`config.mk`:
```
export PLATFORM = sky130hd
export DESIGN_NAME = timed_event_queue_flat
export DESIGN_NICKNAME = d
export VERILOG_FILES = /design/src/hw/rtl/teq_pkg.sv /design/src/hw/rtl/teq_if.sv /design/src/hw/rtl/timed_event_queue.sv /design/src/hw/rtl/teq_mem.sv /design/src/flat_wrapper.sv
export SDC_FILE = /design/constraint.sdc
export NUM_CORES = 2
export LEC_CHECK = 0
export BUFFER_PORTS_ARGS = -buffer_cell sky130_fd_sc_hd__buf_2
export CELL_PAD_IN_SITES_DETAIL_PLACEMENT = 2
export CELL_PAD_IN_SITES_GLOBAL_PLACEMENT = 2
export CORE_UTILIZATION = 25
export CTS_BUF_LIST = sky130_fd_sc_hd__clkbuf_4 sky130_fd_sc_hd__clkbuf_8
export CTS_CLUSTER_DIAMETER = 50
export DETAILED_ROUTE_END_ITERATION = 7
export GPL_ROUTABILITY_DRIVEN = 0
export GPL_TIMING_DRIVEN = 0
export PLACE_DENSITY = 0.48
export SETUP_SLACK_MARGIN = 0.02
export SLEW_MARGIN = 20
export SYNTH_ARGS = -nofsm -noshare
export SYNTH_HDL_FRONTEND = slang
export SYNTH_SLANG_ARGS = --single-unit
```
`constraint.sdc`:
```
create_clock -name clk -period 15.4 [get_ports clk]
set_input_delay 0.77 -clock clk [delete_from_list [all_inputs] [get_ports clk]]
set_output_delay 0.77 -clock clk [all_outputs]
set_load 0.05 [all_outputs]
```
`src/hw/rtl/teq_pkg.sv`:
```
// ----------------------------------------------------------------------------
// teq_pkg
// Shared sizes, codes and the entry record of the timed event queue.
// ----------------------------------------------------------------------------
package teq_pkg;

  localparam int QUEUE_DEPTH = 16;
  localparam int MAX_POPS    = 16;
  localparam int IDX_W       = $clog2(QUEUE_DEPTH);
  localparam int CNT_W       = $clog2(QUEUE_DEPTH + 1);

  typedef logic [IDX_W-1:0] idx_t;
  typedef logic [CNT_W-1:0] cnt_t;

  typedef logic [2:0]  func_t;
  typedef logic [2:0]  status_t;
  typedef logic [31:0] qtime_t;
  typedef logic [31:0] seq_t;
  typedef logic [15:0] tag_t;
  typedef logic [4:0]  removed_t;

  localparam func_t FN_POST       = 3'd0;
  localparam func_t FN_CANCEL_ID  = 3'd1;
  localparam func_t FN_CANCEL_OBJ = 3'd2;
  localparam func_t FN_QUERY      = 3'd3;
  localparam func_t FN_ADVANCE    = 3'd4;
  localparam func_t FN_EXEC       = 3'd5;

  localparam status_t ST_OK         = 3'd0;
  localparam status_t ST_FULL       = 3'd1;
  localparam status_t ST_NOT_FOUND  = 3'd2;
  localparam status_t ST_PAST       = 3'd3;
  localparam status_t ST_NONE_READY = 3'd4;

  typedef struct packed {
    qtime_t due;
    qtime_t start;
    seq_t   seq;
    tag_t   object;
    tag_t   payload;
    logic   ready;
  } entry_t;

endpackage

```
`src/hw/rtl/teq_if.sv`:
```
// ----------------------------------------------------------------------------
// teq_if
// Command and response channels of the timed event queue.
// ----------------------------------------------------------------------------
interface teq_cmd_if;
  logic             valid;
  logic             ready;
  teq_pkg::func_t   func;
  teq_pkg::qtime_t  time_value;
  teq_pkg::seq_t    event_id;
  teq_pkg::tag_t    object_id;
  teq_pkg::tag_t    payload_handle;

  modport source (output valid, func, time_value, event_id, object_id, payload_handle,
                  input ready);
  modport sink (input valid, func, time_value, event_id, object_id, payload_handle,
                output ready);
endinterface

interface teq_rsp_if;
  logic               valid;
  logic               ready;
  teq_pkg::status_t   status;
  teq_pkg::seq_t      result_id;
  logic               pending;
  teq_pkg::qtime_t    time_left;
  teq_pkg::qtime_t    duration;
  teq_pkg::qtime_t    elapsed;
  teq_pkg::tag_t      out_object;
  teq_pkg::tag_t      out_payload;
  teq_pkg::removed_t  removed_count;
  logic               last;

  modport source (output valid, status, result_id, pending, time_left, duration, elapsed,
                  out_object, out_payload, removed_count, last, input ready);
  modport sink (input valid, status, result_id, pending, time_left, duration, elapsed,
                out_object, out_payload, removed_count, last, output ready);
endinterface

```
`src/hw/rtl/timed_event_queue.sv`:
```
// ----------------------------------------------------------------------------
// timed_event_queue
// Time-ordered event queue kept sorted in a single-port-read entry memory.
// ----------------------------------------------------------------------------
// Walk: post steps down from the tail through the entries after the insert
// point; the other commands walk all stored entries.
// Throughput: one command at a time; one memory read and one write per cycle
// set the walk rate while no execute pop stalls, and a new command is taken
// only once the response of the last one has been registered.
// Execute delivers one popped entry per cycle unless the response stalls.
// Reset: empty queue, time zero, next sequence id one; no clearing pass.
module timed_event_queue (
  input  logic        clk,
  input  logic        rst,
  teq_cmd_if.sink     cmd,
  teq_rsp_if.source   rsp
);

  typedef enum logic [3:0] {
    S_IDLE   = 4'b0001,
    S_SCAN   = 4'b0010,
    S_POST   = 4'b0100,
    S_FINISH = 4'b1000
  } state_t;

  typedef struct packed {
    teq_pkg::status_t  status;
    teq_pkg::seq_t     result_id;
    logic              pending;
    teq_pkg::qtime_t   time_left;
    teq_pkg::qtime_t   duration;
    teq_pkg::qtime_t   elapsed;
    teq_pkg::tag_t     out_object;
    teq_pkg::tag_t     out_payload;
    teq_pkg::removed_t removed_count;
    logic              last;
  } result_t;

  state_t            state;
  teq_pkg::cnt_t     count;
  teq_pkg::qtime_t   cur_time;
  teq_pkg::seq_t     next_seq;

  teq_pkg::func_t    func_r;
  teq_pkg::qtime_t   tv_r;
  teq_pkg::seq_t     eid_r;
  teq_pkg::tag_t     obj_r;
  teq_pkg::tag_t     pay_r;
  teq_pkg::qtime_t   post_t;
  teq_pkg::seq_t     post_id;

  teq_pkg::cnt_t     i;
  teq_pkg::cnt_t     cnt;
  logic              rv;
  teq_pkg::idx_t     ridx;
  logic              found;
  logic              run;
  logic              hold_valid;
  teq_pkg::entry_t   hold;
  result_t           res;
  logic              o_valid;
  result_t           o_data;

  teq_pkg::entry_t   rdata;
  teq_pkg::entry_t   wdata;
  teq_pkg::idx_t     raddr;
  teq_pkg::idx_t     waddr;
  logic              re;
  logic              we;

  logic              out_free;
  logic              accept;
  logic              hit_seq;
  logic              hit_obj;
  logic              drop;
  logic              stall;
  logic              scan_issue;
  logic              scan_done;
  logic              post_place;
  logic              post_issue;
  teq_pkg::cnt_t     i_dec;
  teq_pkg::entry_t   new_entry;
  logic [32:0]       due_sum;

  function automatic result_t pop_result(teq_pkg::entry_t e, logic fin);
    result_t r;
    r             = '0;
    r.result_id   = e.seq;
    r.out_object  = e.object;
    r.out_payload = e.payload;
    r.last        = fin;
    return r;
  endfunction

  teq_mem u_mem (
    .clk   (clk),
    .we    (we),
    .waddr (waddr),
    .wdata (wdata),
    .re    (re),
    .raddr (raddr),
    .rdata (rdata)
  );

  assign out_free  = !o_valid || rsp.ready;
  assign cmd.ready = (state == S_IDLE);
  assign accept    = cmd.valid && cmd.ready;
  assign due_sum   = {1'b0, cur_time} + {1'b0, cmd.time_value};
  assign i_dec     = i - 1'b1;

  always_comb begin
    hit_seq = (rdata.seq == eid_r);
    hit_obj = (rdata.object == obj_r);
    unique case (func_r)
      teq_pkg::FN_CANCEL_ID:  drop = !found && hit_seq;
      teq_pkg::FN_CANCEL_OBJ: drop = hit_obj;
      teq_pkg::FN_EXEC:       drop = run && rdata.ready && (32'(cnt) < teq_pkg::MAX_POPS);
      default:                drop = 1'b0;
    endcase

    // A pop waits while the previous pop cannot leave.
    stall      = (state == S_SCAN) && rv && drop && (func_r == teq_pkg::FN_EXEC)
                 && hold_valid && !out_free;
    scan_issue = (state == S_SCAN) && !stall && (i < count);
    scan_done  = (state == S_SCAN) && !rv && !(i < count);

    post_place = (state == S_POST) && (rv ? !(rdata.due > post_t) : (i == '0));
    post_issue = (state == S_POST) && !post_place && (i != '0);

    new_entry  = '{due: post_t, start: cur_time, seq: post_id, object: obj_r,
                   payload: pay_r, ready: 1'b0};

    re    = scan_issue || post_issue;
    raddr = scan_issue ? i[teq_pkg::IDX_W-1:0] : i_dec[teq_pkg::IDX_W-1:0];

    we    = 1'b0;
    waddr = ridx;
    wdata = rdata;
    if (state == S_SCAN) begin
      // Compact survivors toward the head, closing gaps left by drops.
      we          = rv && !stall && !drop && (func_r != teq_pkg::FN_QUERY);
      waddr       = ridx - cnt[teq_pkg::IDX_W-1:0];
      wdata.ready = rdata.ready
                    || ((func_r == teq_pkg::FN_ADVANCE) && (rdata.due <= tv_r));
    end else if (state == S_POST) begin
      // Walk down from the tail, shifting later entries up by one.
      we    = 1'b1;
      waddr = rv ? (ridx + 1'b1) : '0;
      wdata = (rv && !post_place) ? rdata : new_entry;
      if (!rv && !post_place) begin
        we = 1'b0;
      end
    end
  end

  always_ff @(posedge clk) begin
    if (rst) begin
      state      <= S_IDLE;
      count      <= '0;
      cur_time   <= '0;
      next_seq   <= 32'd1;
      o_valid    <= 1'b0;
      rv         <= 1'b0;
      hold_valid <= 1'b0;
    end else begin
      if (o_valid && rsp.ready) begin
        o_valid <= 1'b0;
      end
      if (!stall) begin
        rv   <= re;
        ridx <= raddr;
      end

      unique case (state)
        S_IDLE: begin
          if (accept) begin
            func_r     <= cmd.func;
            tv_r       <= cmd.time_value;
            eid_r      <= cmd.event_id;
            obj_r      <= cmd.object_id;
            pay_r      <= cmd.payload_handle;
            cnt        <= '0;
            found      <= 1'b0;
            run        <= 1'b1;
            hold_valid <= 1'b0;
            res        <= '0;
            i          <= '0;
            unique case (cmd.func)
              teq_pkg::FN_POST: begin
                if (count == teq_pkg::CNT_W'(teq_pkg::QUEUE_DEPTH)) begin
                  res.status <= teq_pkg::ST_FULL;
                  state      <= S_FINISH;
                end else begin
                  post_t   <= due_sum[32] ? '1 : due_sum[31:0];
                  post_id  <= next_seq;
                  next_seq <= (next_seq == '1) ? 32'd1 : next_seq + 32'd1;
                  i        <= count;
                  state    <= S_POST;
                end
              end
              teq_pkg::FN_CANCEL_ID, teq_pkg::FN_CANCEL_OBJ, teq_pkg::FN_EXEC: begin
                state <= S_SCAN;
              end
              teq_pkg::FN_QUERY: begin
                res.status <= teq_pkg::ST_NOT_FOUND;
                state      <= S_SCAN;
              end
              teq_pkg::FN_ADVANCE: begin
                if (cmd.time_value < cur_time) begin
                  res.status <= teq_pkg::ST_PAST;
                  state      <= S_FINISH;
                end else begin
                  state <= S_SCAN;
                end
              end
              default: state <= S_FINISH;
            endcase
          end
        end

        S_SCAN: begin
          if (!stall) begin
            if (scan_issue) begin
              i <= i + 1'b1;
            end
            if (rv) begin
              if ((func_r == teq_pkg::FN_QUERY) && !found && hit_seq) begin
                found         <= 1'b1;
                res.status    <= teq_pkg::ST_OK;
                res.pending   <= 1'b1;
                res.time_left <= (rdata.due > cur_time) ? rdata.due - cur_time : '0;
                res.duration  <= (rdata.due >= rdata.start) ? rdata.due - rdata.start : '0;
                res.elapsed   <= (cur_time >= rdata.start) ? cur_time - rdata.start : '0;
              end
              if ((func_r == teq_pkg::FN_CANCEL_ID) && drop) begin
                found <= 1'b1;
              end
              if (func_r == teq_pkg::FN_EXEC) begin
                if (drop) begin
                  hold       <= rdata;
                  hold_valid <= 1'b1;
                  if (hold_valid) begin
                    o_valid <= 1'b1;
                    o_data  <= pop_result(hold, 1'b0);
                  end
                end else begin
                  run <= 1'b0;
                end
              end
              if (drop) begin
                cnt <= cnt + 1'b1;
              end
            end
            if (scan_done) begin
              count <= count - cnt;
              state <= S_FINISH;
              unique case (func_r)
                teq_pkg::FN_CANCEL_ID: begin
                  res.status        <= found ? teq_pkg::ST_OK : teq_pkg::ST_NOT_FOUND;
                  res.removed_count <= found ? 5'd1 : 5'd0;
                end
                teq_pkg::FN_CANCEL_OBJ: begin
                  res.status        <= (cnt != '0) ? teq_pkg::ST_OK : teq_pkg::ST_NOT_FOUND;
                  res.removed_count <= (32'(cnt) > 31) ? 5'd31 : 5'(cnt);
                end
                teq_pkg::FN_ADVANCE: cur_time <= tv_r;
                teq_pkg::FN_EXEC: begin
                  if (cnt == '0) begin
                    res.status <= teq_pkg::ST_NONE_READY;
                  end
                end
                default: ;
              endcase
            end
          end
        end

        S_POST: begin
          if (post_issue) begin
            i <= i_dec;
          end
          if (post_place) begin
            count         <= count + 1'b1;
            res.result_id <= post_id;
            state         <= S_FINISH;
          end
        end

        S_FINISH: begin
          if (out_free) begin
            o_valid <= 1'b1;
            if ((func_r == teq_pkg::FN_EXEC) && hold_valid) begin
              o_data <= pop_result(hold, 1'b1);
            end else begin
              o_data      <= res;
              o_data.last <= 1'b1;
            end
            hold_valid <= 1'b0;
            state      <= S_IDLE;
          end
        end

        default: state <= S_IDLE;
      endcase
    end
  end

  assign rsp.valid         = o_valid;
  assign rsp.status        = o_data.status;
  assign rsp.result_id     = o_data.result_id;
  assign rsp.pending       = o_data.pending;
  assign rsp.time_left     = o_data.time_left;
  assign rsp.duration      = o_data.duration;
  assign rsp.elapsed       = o_data.elapsed;
  assign rsp.out_object    = o_data.out_object;
  assign rsp.out_payload   = o_data.out_payload;
  assign rsp.removed_count = o_data.removed_count;
  assign rsp.last          = o_data.last;

  a_count_bound: assert property (@(posedge clk) disable iff (rst)
    count <= teq_pkg::CNT_W'(teq_pkg::QUEUE_DEPTH))
    else $error("entry count above queue depth");

  a_seq_nonzero: assert property (@(posedge clk) disable iff (rst)
    next_seq != '0)
    else $error("sequence id zero would be issued");

  a_time_monotonic: assert property (@(posedge clk) disable iff (rst)
    1'b1 |=> cur_time >= $past(cur_time))
    else $error("current time moved backward");

  a_no_rw_collide: assert property (@(posedge clk) disable iff (rst)
    (we && re) |-> (waddr != raddr))
    else $error("read and write hit the same slot");

  a_scan_in_range: assert property (@(posedge clk) disable iff (rst)
    ((state == S_SCAN) && rv) |-> (teq_pkg::CNT_W'(ridx) < count))
    else $error("scan read beyond stored entries");

endmodule

```
`src/hw/rtl/teq_mem.sv`:
```
// ----------------------------------------------------------------------------
// teq_mem
// Entry store: one write port, one read port with registered read data.
// ----------------------------------------------------------------------------
module teq_mem (
  input  logic              clk,
  input  logic              we,
  input  teq_pkg::idx_t     waddr,
  input  teq_pkg::entry_t   wdata,
  input  logic              re,
  input  teq_pkg::idx_t     raddr,
  output teq_pkg::entry_t   rdata
);

  teq_pkg::entry_t mem [teq_pkg::QUEUE_DEPTH];

  always_ff @(posedge clk) begin
    if (we) begin
      mem[waddr] <= wdata;
    end
    if (re) begin
      rdata <= mem[raddr];
    end
  end

endmodule

```
`src/flat_wrapper.sv`:
```
// flat-port wrapper written by rule: the top's interface ports become plain ports
module timed_event_queue_flat 
  (clk, rst, cmd_valid, cmd_func, cmd_time_value, cmd_event_id, cmd_object_id, cmd_payload_handle, cmd_ready, rsp_valid, rsp_status, rsp_result_id, rsp_pending, rsp_time_left, rsp_duration, rsp_elapsed, rsp_out_object, rsp_out_payload, rsp_removed_count, rsp_last, rsp_ready);
  teq_cmd_if cmd_i ();
  teq_rsp_if rsp_i ();
  input  logic clk;
  input  logic rst;
  input wire logic [$bits(cmd_i.valid)-1:0] cmd_valid;
  input wire logic [$bits(cmd_i.func)-1:0] cmd_func;
  input wire logic [$bits(cmd_i.time_value)-1:0] cmd_time_value;
  input wire logic [$bits(cmd_i.event_id)-1:0] cmd_event_id;
  input wire logic [$bits(cmd_i.object_id)-1:0] cmd_object_id;
  input wire logic [$bits(cmd_i.payload_handle)-1:0] cmd_payload_handle;
  output wire logic [$bits(cmd_i.ready)-1:0] cmd_ready;
  output wire logic [$bits(rsp_i.valid)-1:0] rsp_valid;
  output wire logic [$bits(rsp_i.status)-1:0] rsp_status;
  output wire logic [$bits(rsp_i.result_id)-1:0] rsp_result_id;
  output wire logic [$bits(rsp_i.pending)-1:0] rsp_pending;
  output wire logic [$bits(rsp_i.time_left)-1:0] rsp_time_left;
  output wire logic [$bits(rsp_i.duration)-1:0] rsp_duration;
  output wire logic [$bits(rsp_i.elapsed)-1:0] rsp_elapsed;
  output wire logic [$bits(rsp_i.out_object)-1:0] rsp_out_object;
  output wire logic [$bits(rsp_i.out_payload)-1:0] rsp_out_payload;
  output wire logic [$bits(rsp_i.removed_count)-1:0] rsp_removed_count;
  output wire logic [$bits(rsp_i.last)-1:0] rsp_last;
  input wire logic [$bits(rsp_i.ready)-1:0] rsp_ready;
  assign cmd_i.valid = cmd_valid;
  assign cmd_i.func = cmd_func;
  assign cmd_i.time_value = cmd_time_value;
  assign cmd_i.event_id = cmd_event_id;
  assign cmd_i.object_id = cmd_object_id;
  assign cmd_i.payload_handle = cmd_payload_handle;
  assign cmd_ready = cmd_i.ready;
  assign rsp_valid = rsp_i.valid;
  assign rsp_status = rsp_i.status;
  assign rsp_result_id = rsp_i.result_id;
  assign rsp_pending = rsp_i.pending;
  assign rsp_time_left = rsp_i.time_left;
  assign rsp_duration = rsp_i.duration;
  assign rsp_elapsed = rsp_i.elapsed;
  assign rsp_out_object = rsp_i.out_object;
  assign rsp_out_payload = rsp_i.out_payload;
  assign rsp_removed_count = rsp_i.removed_count;
  assign rsp_last = rsp_i.last;
  assign rsp_i.ready = rsp_ready;
  timed_event_queue u_core (.clk(clk), .rst(rst), .cmd(cmd_i), .rsp(rsp_i));
endmodule
```
* Yosys cells after proc, flatten, opt, wreduce, memory -nomap -nowiden *
Memory sizes are Yosys's and may differ from the RTL's. A register that Yosys moved wholly into a read port is not among the register bits.
Index checks and enable logic that the tools add are counted.
Widths: inputs -> output; s select.

storage, ports and cells
  register bits = 626
  latch bits = 0
  memory bits (writable) = 2064
  ROM bits = 0
  bits of input ports = 103
  output and inout port bits = 172
  word-level logic and storage cells = 268
  memories kept = 1

memory list
  name              depth  width  rd ports  clocked after memory_dff  write ports  RTL line       RTL
  u_core.u_mem.mem  16     129    1         1                         1            teq_mem.sv:15  teq_pkg::entry_t mem [teq_pkg::QUEUE_DEPTH];

operators by class
  $add $sub $neg = 12
  multipliers = 0
  div/mod/pow operators = 0
  magnitude comparators = 8
  eq/ne operators = 34
  shift-type cells = 0
  multiplexer cells = 102
  bitwise gates (word level) = 3
  reduce and logical (&&, ||, !) cells = 69

operator list
  operator               number
  $mux 170               8
  $pmux 170 s2           1
  $mux 97                3
  $mux 129               2
  $pmux 97 s2            1
  $mux 32                5
  $mux 128               1
  $sub 32x32->32         3
  $mux 5                 15
  $ge 32x32->1           2
  $gt 32x32->1           2
  $pmux 32 s2            1
  $mux 4                 11
  $pmux 5 s2             4
  $reduce_and 6->1       6
  $add 32x32->33         1
  $add 32x1->32 const B  1
  $eq 32x32->1           1
  $eq 32x32->1 const B   1
  $le 32x32->1           1
  $lt 32x32->1           1
  $mux 1                 31
  $logic_and 1x1->1      27
  $reduce_and 4->1       5
  43 further kinds       94

* Logic depth before layout (Yosys ltp) *
  depth after elaboration = 14
  mapped depth = 18
  mapped depth without buffers = 14

* Modules after synthesis *
A second synthesis with hierarchy kept.

second synthesis, totals
  cell total of the unflattened synthesis = 6368
  area, all modules = 115253.0 sq um

by module, submodules not included
  module             times used  cells an instance  area an instance (sq um)  sequential area each (sq um)
  teq_mem            1           3371               81420.6                   65853.2
  timed_event_queue  1           2997               33832.4                   18037.3

* Worst setup path before layout *
Ideal clock, no wire load.

  path kind = register to register
  start point = register u_core.func_r[0]
  end point = register, netlist name u_core.rsp.duration[0]
  setup time = 0.909 ns
  arrival time = 13.577 ns
  data required time = 14.491 ns
  path slack = 0.914 ns
  cell stages (with the launch flop) = 11
  path buffers = 2
  period minus slack after synthesis = 14.486 ns
  cells stage by stage = edfxtp_1 > buf_2 > or3b_1 > buf_2 > nor4_1 > nand3_1 > nor4_1 > nor3_1 > nor3_1 > a21oi_1 > nor3_1

between the ends
  word-level cells in the longest chain between the ends = 8
  elaborated cells between the ends (all ways) = 12
  classes of those cells = eq/ne: 6; mux: 1; reduce/logical: 5

RTL lines
  what                                      RTL line                                                                      RTL
  start: declaration                        timed_event_queue.sv:44                                                       teq_pkg::func_t func_r;
  start signal: assignment                  timed_event_queue.sv:177                                                      func_r <= cmd.func;
  $eq 3x3->1, or another cell as far along  timed_event_queue.sv:114, timed_event_queue.sv:122, timed_event_queue.sv:238
  $pmux 1 s3                                timed_event_queue.sv:114                                                      unique case (func_r)
  $logic_and 1x1->1 (2 in a row)            timed_event_queue.sv:122                                                      stall = (state == S_SCAN) && rv && drop && (func_r == teq_pkg::FN_EXEC)
  $logic_and 1x1->1 (2 in a row)            timed_event_queue.sv:123                                                      && hold_valid && !out_free;
  $ne 2x2->1 (no line)                      --
  $reduce_and 8->1 (no line) (*)            --

Mark *: on every way between the ends. The rest lies on a longest branch, timed or not.
A chain may end at the register's enable or synchronous reset.

* Worst setup path in the final report *
  start point = register, netlist name u_core.u_mem.rdata[60]
  end point = register, netlist name u_core.u_mem.rdata[90]

between the ends
  word-level cells in the longest chain between the ends = 11
  elaborated cells between the ends (all ways) = 12
  classes of those cells = eq/ne: 1; mux: 2; reduce/logical: 9

RTL lines
  what                                               RTL line                                            RTL
  $eq 32x32->1 (*)                                   timed_event_queue.sv:112                            hit_seq = (rdata.seq == eid_r);
  $logic_and 1x1->1 (*)                              timed_event_queue.sv:115                            teq_pkg::FN_CANCEL_ID: drop = !found && hit_seq;
  $pmux 1 s3 (*)                                     timed_event_queue.sv:114
  $logic_and 1x1->1 (*) (2 in a row)                 timed_event_queue.sv:122
  $logic_and 1x1->1 (*) (2 in a row)                 timed_event_queue.sv:123
  $logic_not 1->1 (*)                                timed_event_queue.sv:124                            scan_issue = (state == S_SCAN) && !stall && (i < count);
  $logic_and 1x1->1 (*) (2 in a row)                 timed_event_queue.sv:124
  $mux 4 / $logic_or 1x1->1 (equally long branches)  timed_event_queue.sv:134, timed_event_queue.sv:133

Marks and branches as above.

==> qor.csv <==
stage;metric;value;unit
placement;placement.io_buffers;273;
yosys;synthMuxAreaShare;5.99;%
placement;dp.final_hpwl;406000;um
clock_tree;cts.reportedPaths.clkPinSlew;0.06;ns
hold_path;timing.hold.worst.class;in -> reg;
power_and_ir_drop;vdd_ir_drop_max;0.0701;mV
setup_path;timing.critical_path.cells;xor2_2, nor3_2, buf_8, nand4_1, nor4_2, buf_2, buf_6, nor3_2, o21ai_1, buf_4, a32oi_1, buf_2, buf_2, buf_1, a21oi_1, a22oi_1, nand4_1, nand2_1;
yosys;syn_area;120000;sq um
yosys;synth_adder_area_share;2.63;%
yosys;seq_area_frac_synth;69.9;%
power_and_ir_drop;powerDensity;127;nW/um^2
yosys;synth-edff-count;2743;
flow_run;maxCapViolCount;0;
setup_path;path_class;reg -> reg;
setup_path;rr_endpoint;u_core.u_mem.rdata[90]$_DFFE_PP_;
setup_path;setup.worst_path.end_class;flop;
sta;timing.slew.headroom;19.4;%
hold_path;hold_sp;cmd_event_id[23];
grt;antenna_found_initial;59;
detailed_routing;route.vias.total;82300;
outcome;violations_in_the_final_reports;DRC;
yosys;synthesis.nets;8911;
cells_and_area;postLayoutCoreUtil;30.9;%
yosys;dominant_combinational_cell_family_by_area_after_synthesis;compound AO/OA/AOI/OAI gates;
placement;place_inst;15500;
grt;top_usage_layer;met2;
setup_path;crit_arrival;8.99;ns
sta;worst_setup_margin;7.41;ns
clock_tree;tritoncts.num_buffers;554;
grt;vias_in_the_first_global_route;88800;
floorplan;placeableCoreArea;478000;sq um
setup_path;rr_worst_depth;18;
detailed_routing;drc_errors;86;
sta;setup_violations;0;
yosys;syn_avg_cell_area;14.0;sq um
sta;hold_viol_final;0;
setup_path;critPathRequiredTime;16.40;ns
setup_path;critical_path.max_stage_delay;0.94;ns
detailed_routing;detail_route.iter0.violations;6110;
hold_path;hold-path-endpoint;u_core.eid_r[23]$_DFFE_PP_;
cells_and_area;nets_final;10100;
yosys;synthesis.instances;8559;
yosys;synth_simple_gate_area_share;8.75;%
grt;first_pass_grt_wire_length;745000;um
sta;holdWs;0.214;ns
yosys;synthXorXnorAreaFrac;1.31;%
yosys;netlist-cell-type-count;83;
yosys;synth_flop_cell;sky130_fd_sc_hd__edfxtp_1;
grt;use_met3;2.71;%
yosys;compound_gate_fraction_of_synth_area;9.00;%
sta;unrepaired_setup_endpoints_after_global_routing;false;
detailed_routing;drt-vias-per-instance;4.95;
detailed_routing;wl;551000;um
yosys;ys_seq_elements;2819;
floorplan;fp.dieArea;483000;sq um
setup_path;cpMaxStageDelayCell;sky130_fd_sc_hd__buf_1;
floorplan;placement_rows;254;
yosys;yosysWarningCount;0;
placement;dpl_worst_slack;7.42;ns
grt;track_usage;22.2;%
clock_tree;cts.root.buffer_cell;sky130_fd_sc_hd__clkbuf_8;
cells_and_area;fillerInstances;49700;
sta;finClkSkew;0.126;ns
setup_path;path_buf_inv;7;
detailed_routing;drt_pre_antenna_iters;7;
floorplan;initial_core_util;25.1;%
floorplan;floorplan.die.width;695;um
floorplan;io_pins;275;
yosys;synth_async_sr_flop_share;0;%
clock_tree;clock_sink_count;2819;
setup_path;origin_of_the_critical_flop_to_flop_path;u_core.u_mem.rdata[60]$_DFFE_PP_;
setup_path;cp-start-kind;flop;
detailed_routing;wl_per_cell;33.1;um
clock_tree;cts_tree;done;
grt;grtUsageMet1;30.1;%
grt;grt_use_met2;36.9;%
cells_and_area;area_delta_synth_final;23.0;%
clock_tree;worstSkewPairLatency;1.28;ns
power_and_ir_drop;static-leakage-power;50.8;nW
sta;worst_slew_pin_slew;1.21;ns
cells_and_area;final_layout_size_suffix_gt1_share;18.9;%
sta;period_minus_slack;7.99;ns
sta;max_freq;0.125;GHz
clock_tree;clock_tree.buffer_depth;4;
grt;grt_overflow_total;0;
setup_path;crit_top_cell;sky130_fd_sc_hd__buf_2;
grt;grt_max_degree;39;
cells_and_area;layout.cells.non_filler;16600;
setup_path;timing.reg2reg.setup_slack;7.41;ns
outcome;outcome;finished, violations left;
sta;report.final.slew_viol_count;0;
setup_path;cpLargestDelayFamily;buffers and inverters;
hold_path;worst_hold_stages;2;
setup_path;crit_path_max_fanout;11;
sta;post-route-period-util;51.9;%
sta;setup_total_negative_slack;0;ns
detailed_routing;ant_nets;0;
floorplan;die_height;695;um
clock_tree;h-tree-depth;6;
## cell usage after synthesis (17+ instances only)
| master | number | area, sq um |
|---|---|---|
| sky130_fd_sc_hd__a2bb2oi_1 | 18 | 158 |
| sky130_fd_sc_hd__a31oi_1 | 79 | 494 |
| sky130_fd_sc_hd__mux4_2 | 22 | 495 |
| sky130_fd_sc_hd__nand2_1 | 1104 | 4140 |
| sky130_fd_sc_hd__inv_1 | 234 | 878 |
| sky130_fd_sc_hd__o21ai_0 | 147 | 736 |
| sky130_fd_sc_hd__nor4_1 | 134 | 838 |
| sky130_fd_sc_hd__and2_1 | 147 | 920 |
| sky130_fd_sc_hd__o21bai_1 | 22 | 165 |
| sky130_fd_sc_hd__buf_1 | 21 | 78.8 |
| sky130_fd_sc_hd__clkbuf_1 | 319 | 1200 |
| sky130_fd_sc_hd__a21o_1 | 60 | 450 |
| sky130_fd_sc_hd__a32oi_1 | 35 | 307 |
| sky130_fd_sc_hd__buf_2 | 125 | 626 |
| sky130_fd_sc_hd__nand3_1 | 141 | 706 |
| sky130_fd_sc_hd__xor2_1 | 90 | 788 |
| sky130_fd_sc_hd__o32ai_1 | 17 | 149 |
| sky130_fd_sc_hd__ha_1 | 243 | 3040 |
| sky130_fd_sc_hd__dfxtp_1 | 76 | 1520 |
| sky130_fd_sc_hd__nor2_1 | 297 | 1110 |
| sky130_fd_sc_hd__nor2b_1 | 122 | 763 |
| sky130_fd_sc_hd__mux2i_1 | 523 | 5240 |
| sky130_fd_sc_hd__and3_1 | 27 | 169 |
| sky130_fd_sc_hd__a21oi_1 | 475 | 2380 |
| sky130_fd_sc_hd__nand4_1 | 81 | 507 |
| sky130_fd_sc_hd__a2111oi_0 | 19 | 166 |
| sky130_fd_sc_hd__or3_1 | 19 | 119 |
| sky130_fd_sc_hd__o21a_1 | 28 | 210 |
| sky130_fd_sc_hd__a221oi_1 | 142 | 1240 |
| sky130_fd_sc_hd__xnor2_1 | 87 | 762 |
| sky130_fd_sc_hd__nor3_1 | 84 | 420 |
| sky130_fd_sc_hd__o21ai_1 | 60 | 300 |
| sky130_fd_sc_hd__mux2_2 | 129 | 1450 |
| sky130_fd_sc_hd__nand2b_1 | 72 | 450 |
| sky130_fd_sc_hd__o22ai_1 | 223 | 1400 |
| sky130_fd_sc_hd__edfxtp_1 | 2743 | 82400 |
| sky130_fd_sc_hd__a211oi_1 | 189 | 1420 |
## cells by family (layout without fill, tap and decap cells)
logic type	count (synthesis)	after routing
DFF	2819	2819
and+or+nand+nor	2273	2273
AOI/OAI and AO/OA	1652	1652
buffers and inverters	714	2345
muxes	674	674
adders and majority gates	249	249
xor gates and xnor gates	178	178
other	0	47
## cell usage in the layout (no fill, tap or decap), drive strengths merged, types with 141 or more instances in the layout
master	n
o21ai	207
buf	707
a221oi	142
mux2i	523
a21oi	476
and2	147
o22ai	224
nand2	1104
inv	265
nor2	298
ha	243
a211oi	190
nand3	141
clkbuf	1093
edfxtp	2743
## final cells by class
cell class                      count  area (sq um)  area share (%)
Timing Repair Buffer              651          7820            5.30
Sequential cell                  2819         83900            56.8
Clock inverter                    206          1610            1.09
Buffer                            479          2110            1.43
Inverter                          235           882           0.597
Antenna cell                       47           118          0.0797
Multi-Input combinational cell   5026         33800            22.9
Tap cell                         6400          8010            5.42
Clock buffer                      774          9380            6.35
## worst max-delay path by stage
stage | depth (start not counted) | end | slack (ns) | start
after floorplan | 10 | u_core.rsp.duration[0]$_SDFFCE_PP0P_ | 0.91 | u_core.func_r[0]$_DFFE_PP_
after global placement | 8 | u_core.rsp.out_object[12]$_DFFE_PP_ | -13.05 | u_core.u_mem.rdata[60]$_DFFE_PP_
after detailed placement | 12 | u_core.u_mem.rdata[43]$_DFFE_PP_ | 7.42 | u_core.i[1]$_DFFE_PP_
after CTS | 12 | u_core.u_mem.rdata[43]$_DFFE_PP_ | 7.33 | u_core.i[1]$_DFFE_PP_
after global routing | 18 | u_core.u_mem.rdata[90]$_DFFE_PP_ | 7.43 | u_core.u_mem.rdata[60]$_DFFE_PP_
final | 18 | u_core.u_mem.rdata[90]$_DFFE_PP_ | 7.41 | u_core.u_mem.rdata[60]$_DFFE_PP_
## report_power, final
group / internal (mW) / total (mW) / switching, mW
clock network: 4.23 / 7.75 / 3.52
registers: 8.45 / 8.50 / 0.0420
logic: 0.647 / 2.56 / 1.92
## state kept, by name (all words and copies together), names as in the netlist, 32 cells and up
signal / cells
u_core.next_seq: 32
u_core.rsp.duration: 32
u_core.cur_time: 32
u_core.rsp.elapsed: 32
u_core.eid_r: 32
u_core.post_id: 32
u_core.tv_r: 32
u_core.rsp.result_id: 32
u_core.post_t: 32
u_core.res: 137
u_core.u_mem.mem: 2064
u_core.rsp.time_left: 32
u_core.hold: 64
u_core.u_mem.rdata: 129
## through the flow
stage | area (sq um) | power [mW]
3_5_place_dp | 135000 | 11.2
5_1_grt | 148000 | 19.4
2_1_floorplan | 120000 | 9.80
4_1_cts | 148000 | 19.0
6_report | 148000 | 18.8
3_3_place_gp | 129000 | 11.1
## metal layers
metal  part of all wire [%]  vias to the layer above
li1                       -                    35300
met1                     45                    44000
met2                     47                     2245
met3                    4.1                      694
met4                    3.4                        6
met5                 0.0073                        -
## worst reg2reg max path, stage by stage, from the launching register on
cell	delay, ns
sky130_fd_sc_hd__edfxtp_1	0.56
sky130_fd_sc_hd__xor2_2	0.63
sky130_fd_sc_hd__nor3_2	0.27
sky130_fd_sc_hd__buf_8	0.23
sky130_fd_sc_hd__nand4_1	0.30
sky130_fd_sc_hd__nor4_2	0.09
sky130_fd_sc_hd__buf_2	0.21
sky130_fd_sc_hd__buf_6	0.17
sky130_fd_sc_hd__nor3_2	0.56
sky130_fd_sc_hd__o21ai_1	0.26
sky130_fd_sc_hd__buf_4	0.30
sky130_fd_sc_hd__a32oi_1	0.65
sky130_fd_sc_hd__buf_2	0.47
sky130_fd_sc_hd__buf_2	0.48
sky130_fd_sc_hd__buf_1	0.95
sky130_fd_sc_hd__a21oi_1	0.33
sky130_fd_sc_hd__a22oi_1	0.30
sky130_fd_sc_hd__nand4_1	0.48
sky130_fd_sc_hd__nand2_1	0.48
## timing repair
item | in CTS | in global routing
resized for setup | 0 | 0
hold endpoints to repair | 109 | 0
setup buffers | 0 | 0
hold buffers | 104 | 0
Note: power is estimated with default switching activity, not from simulation.
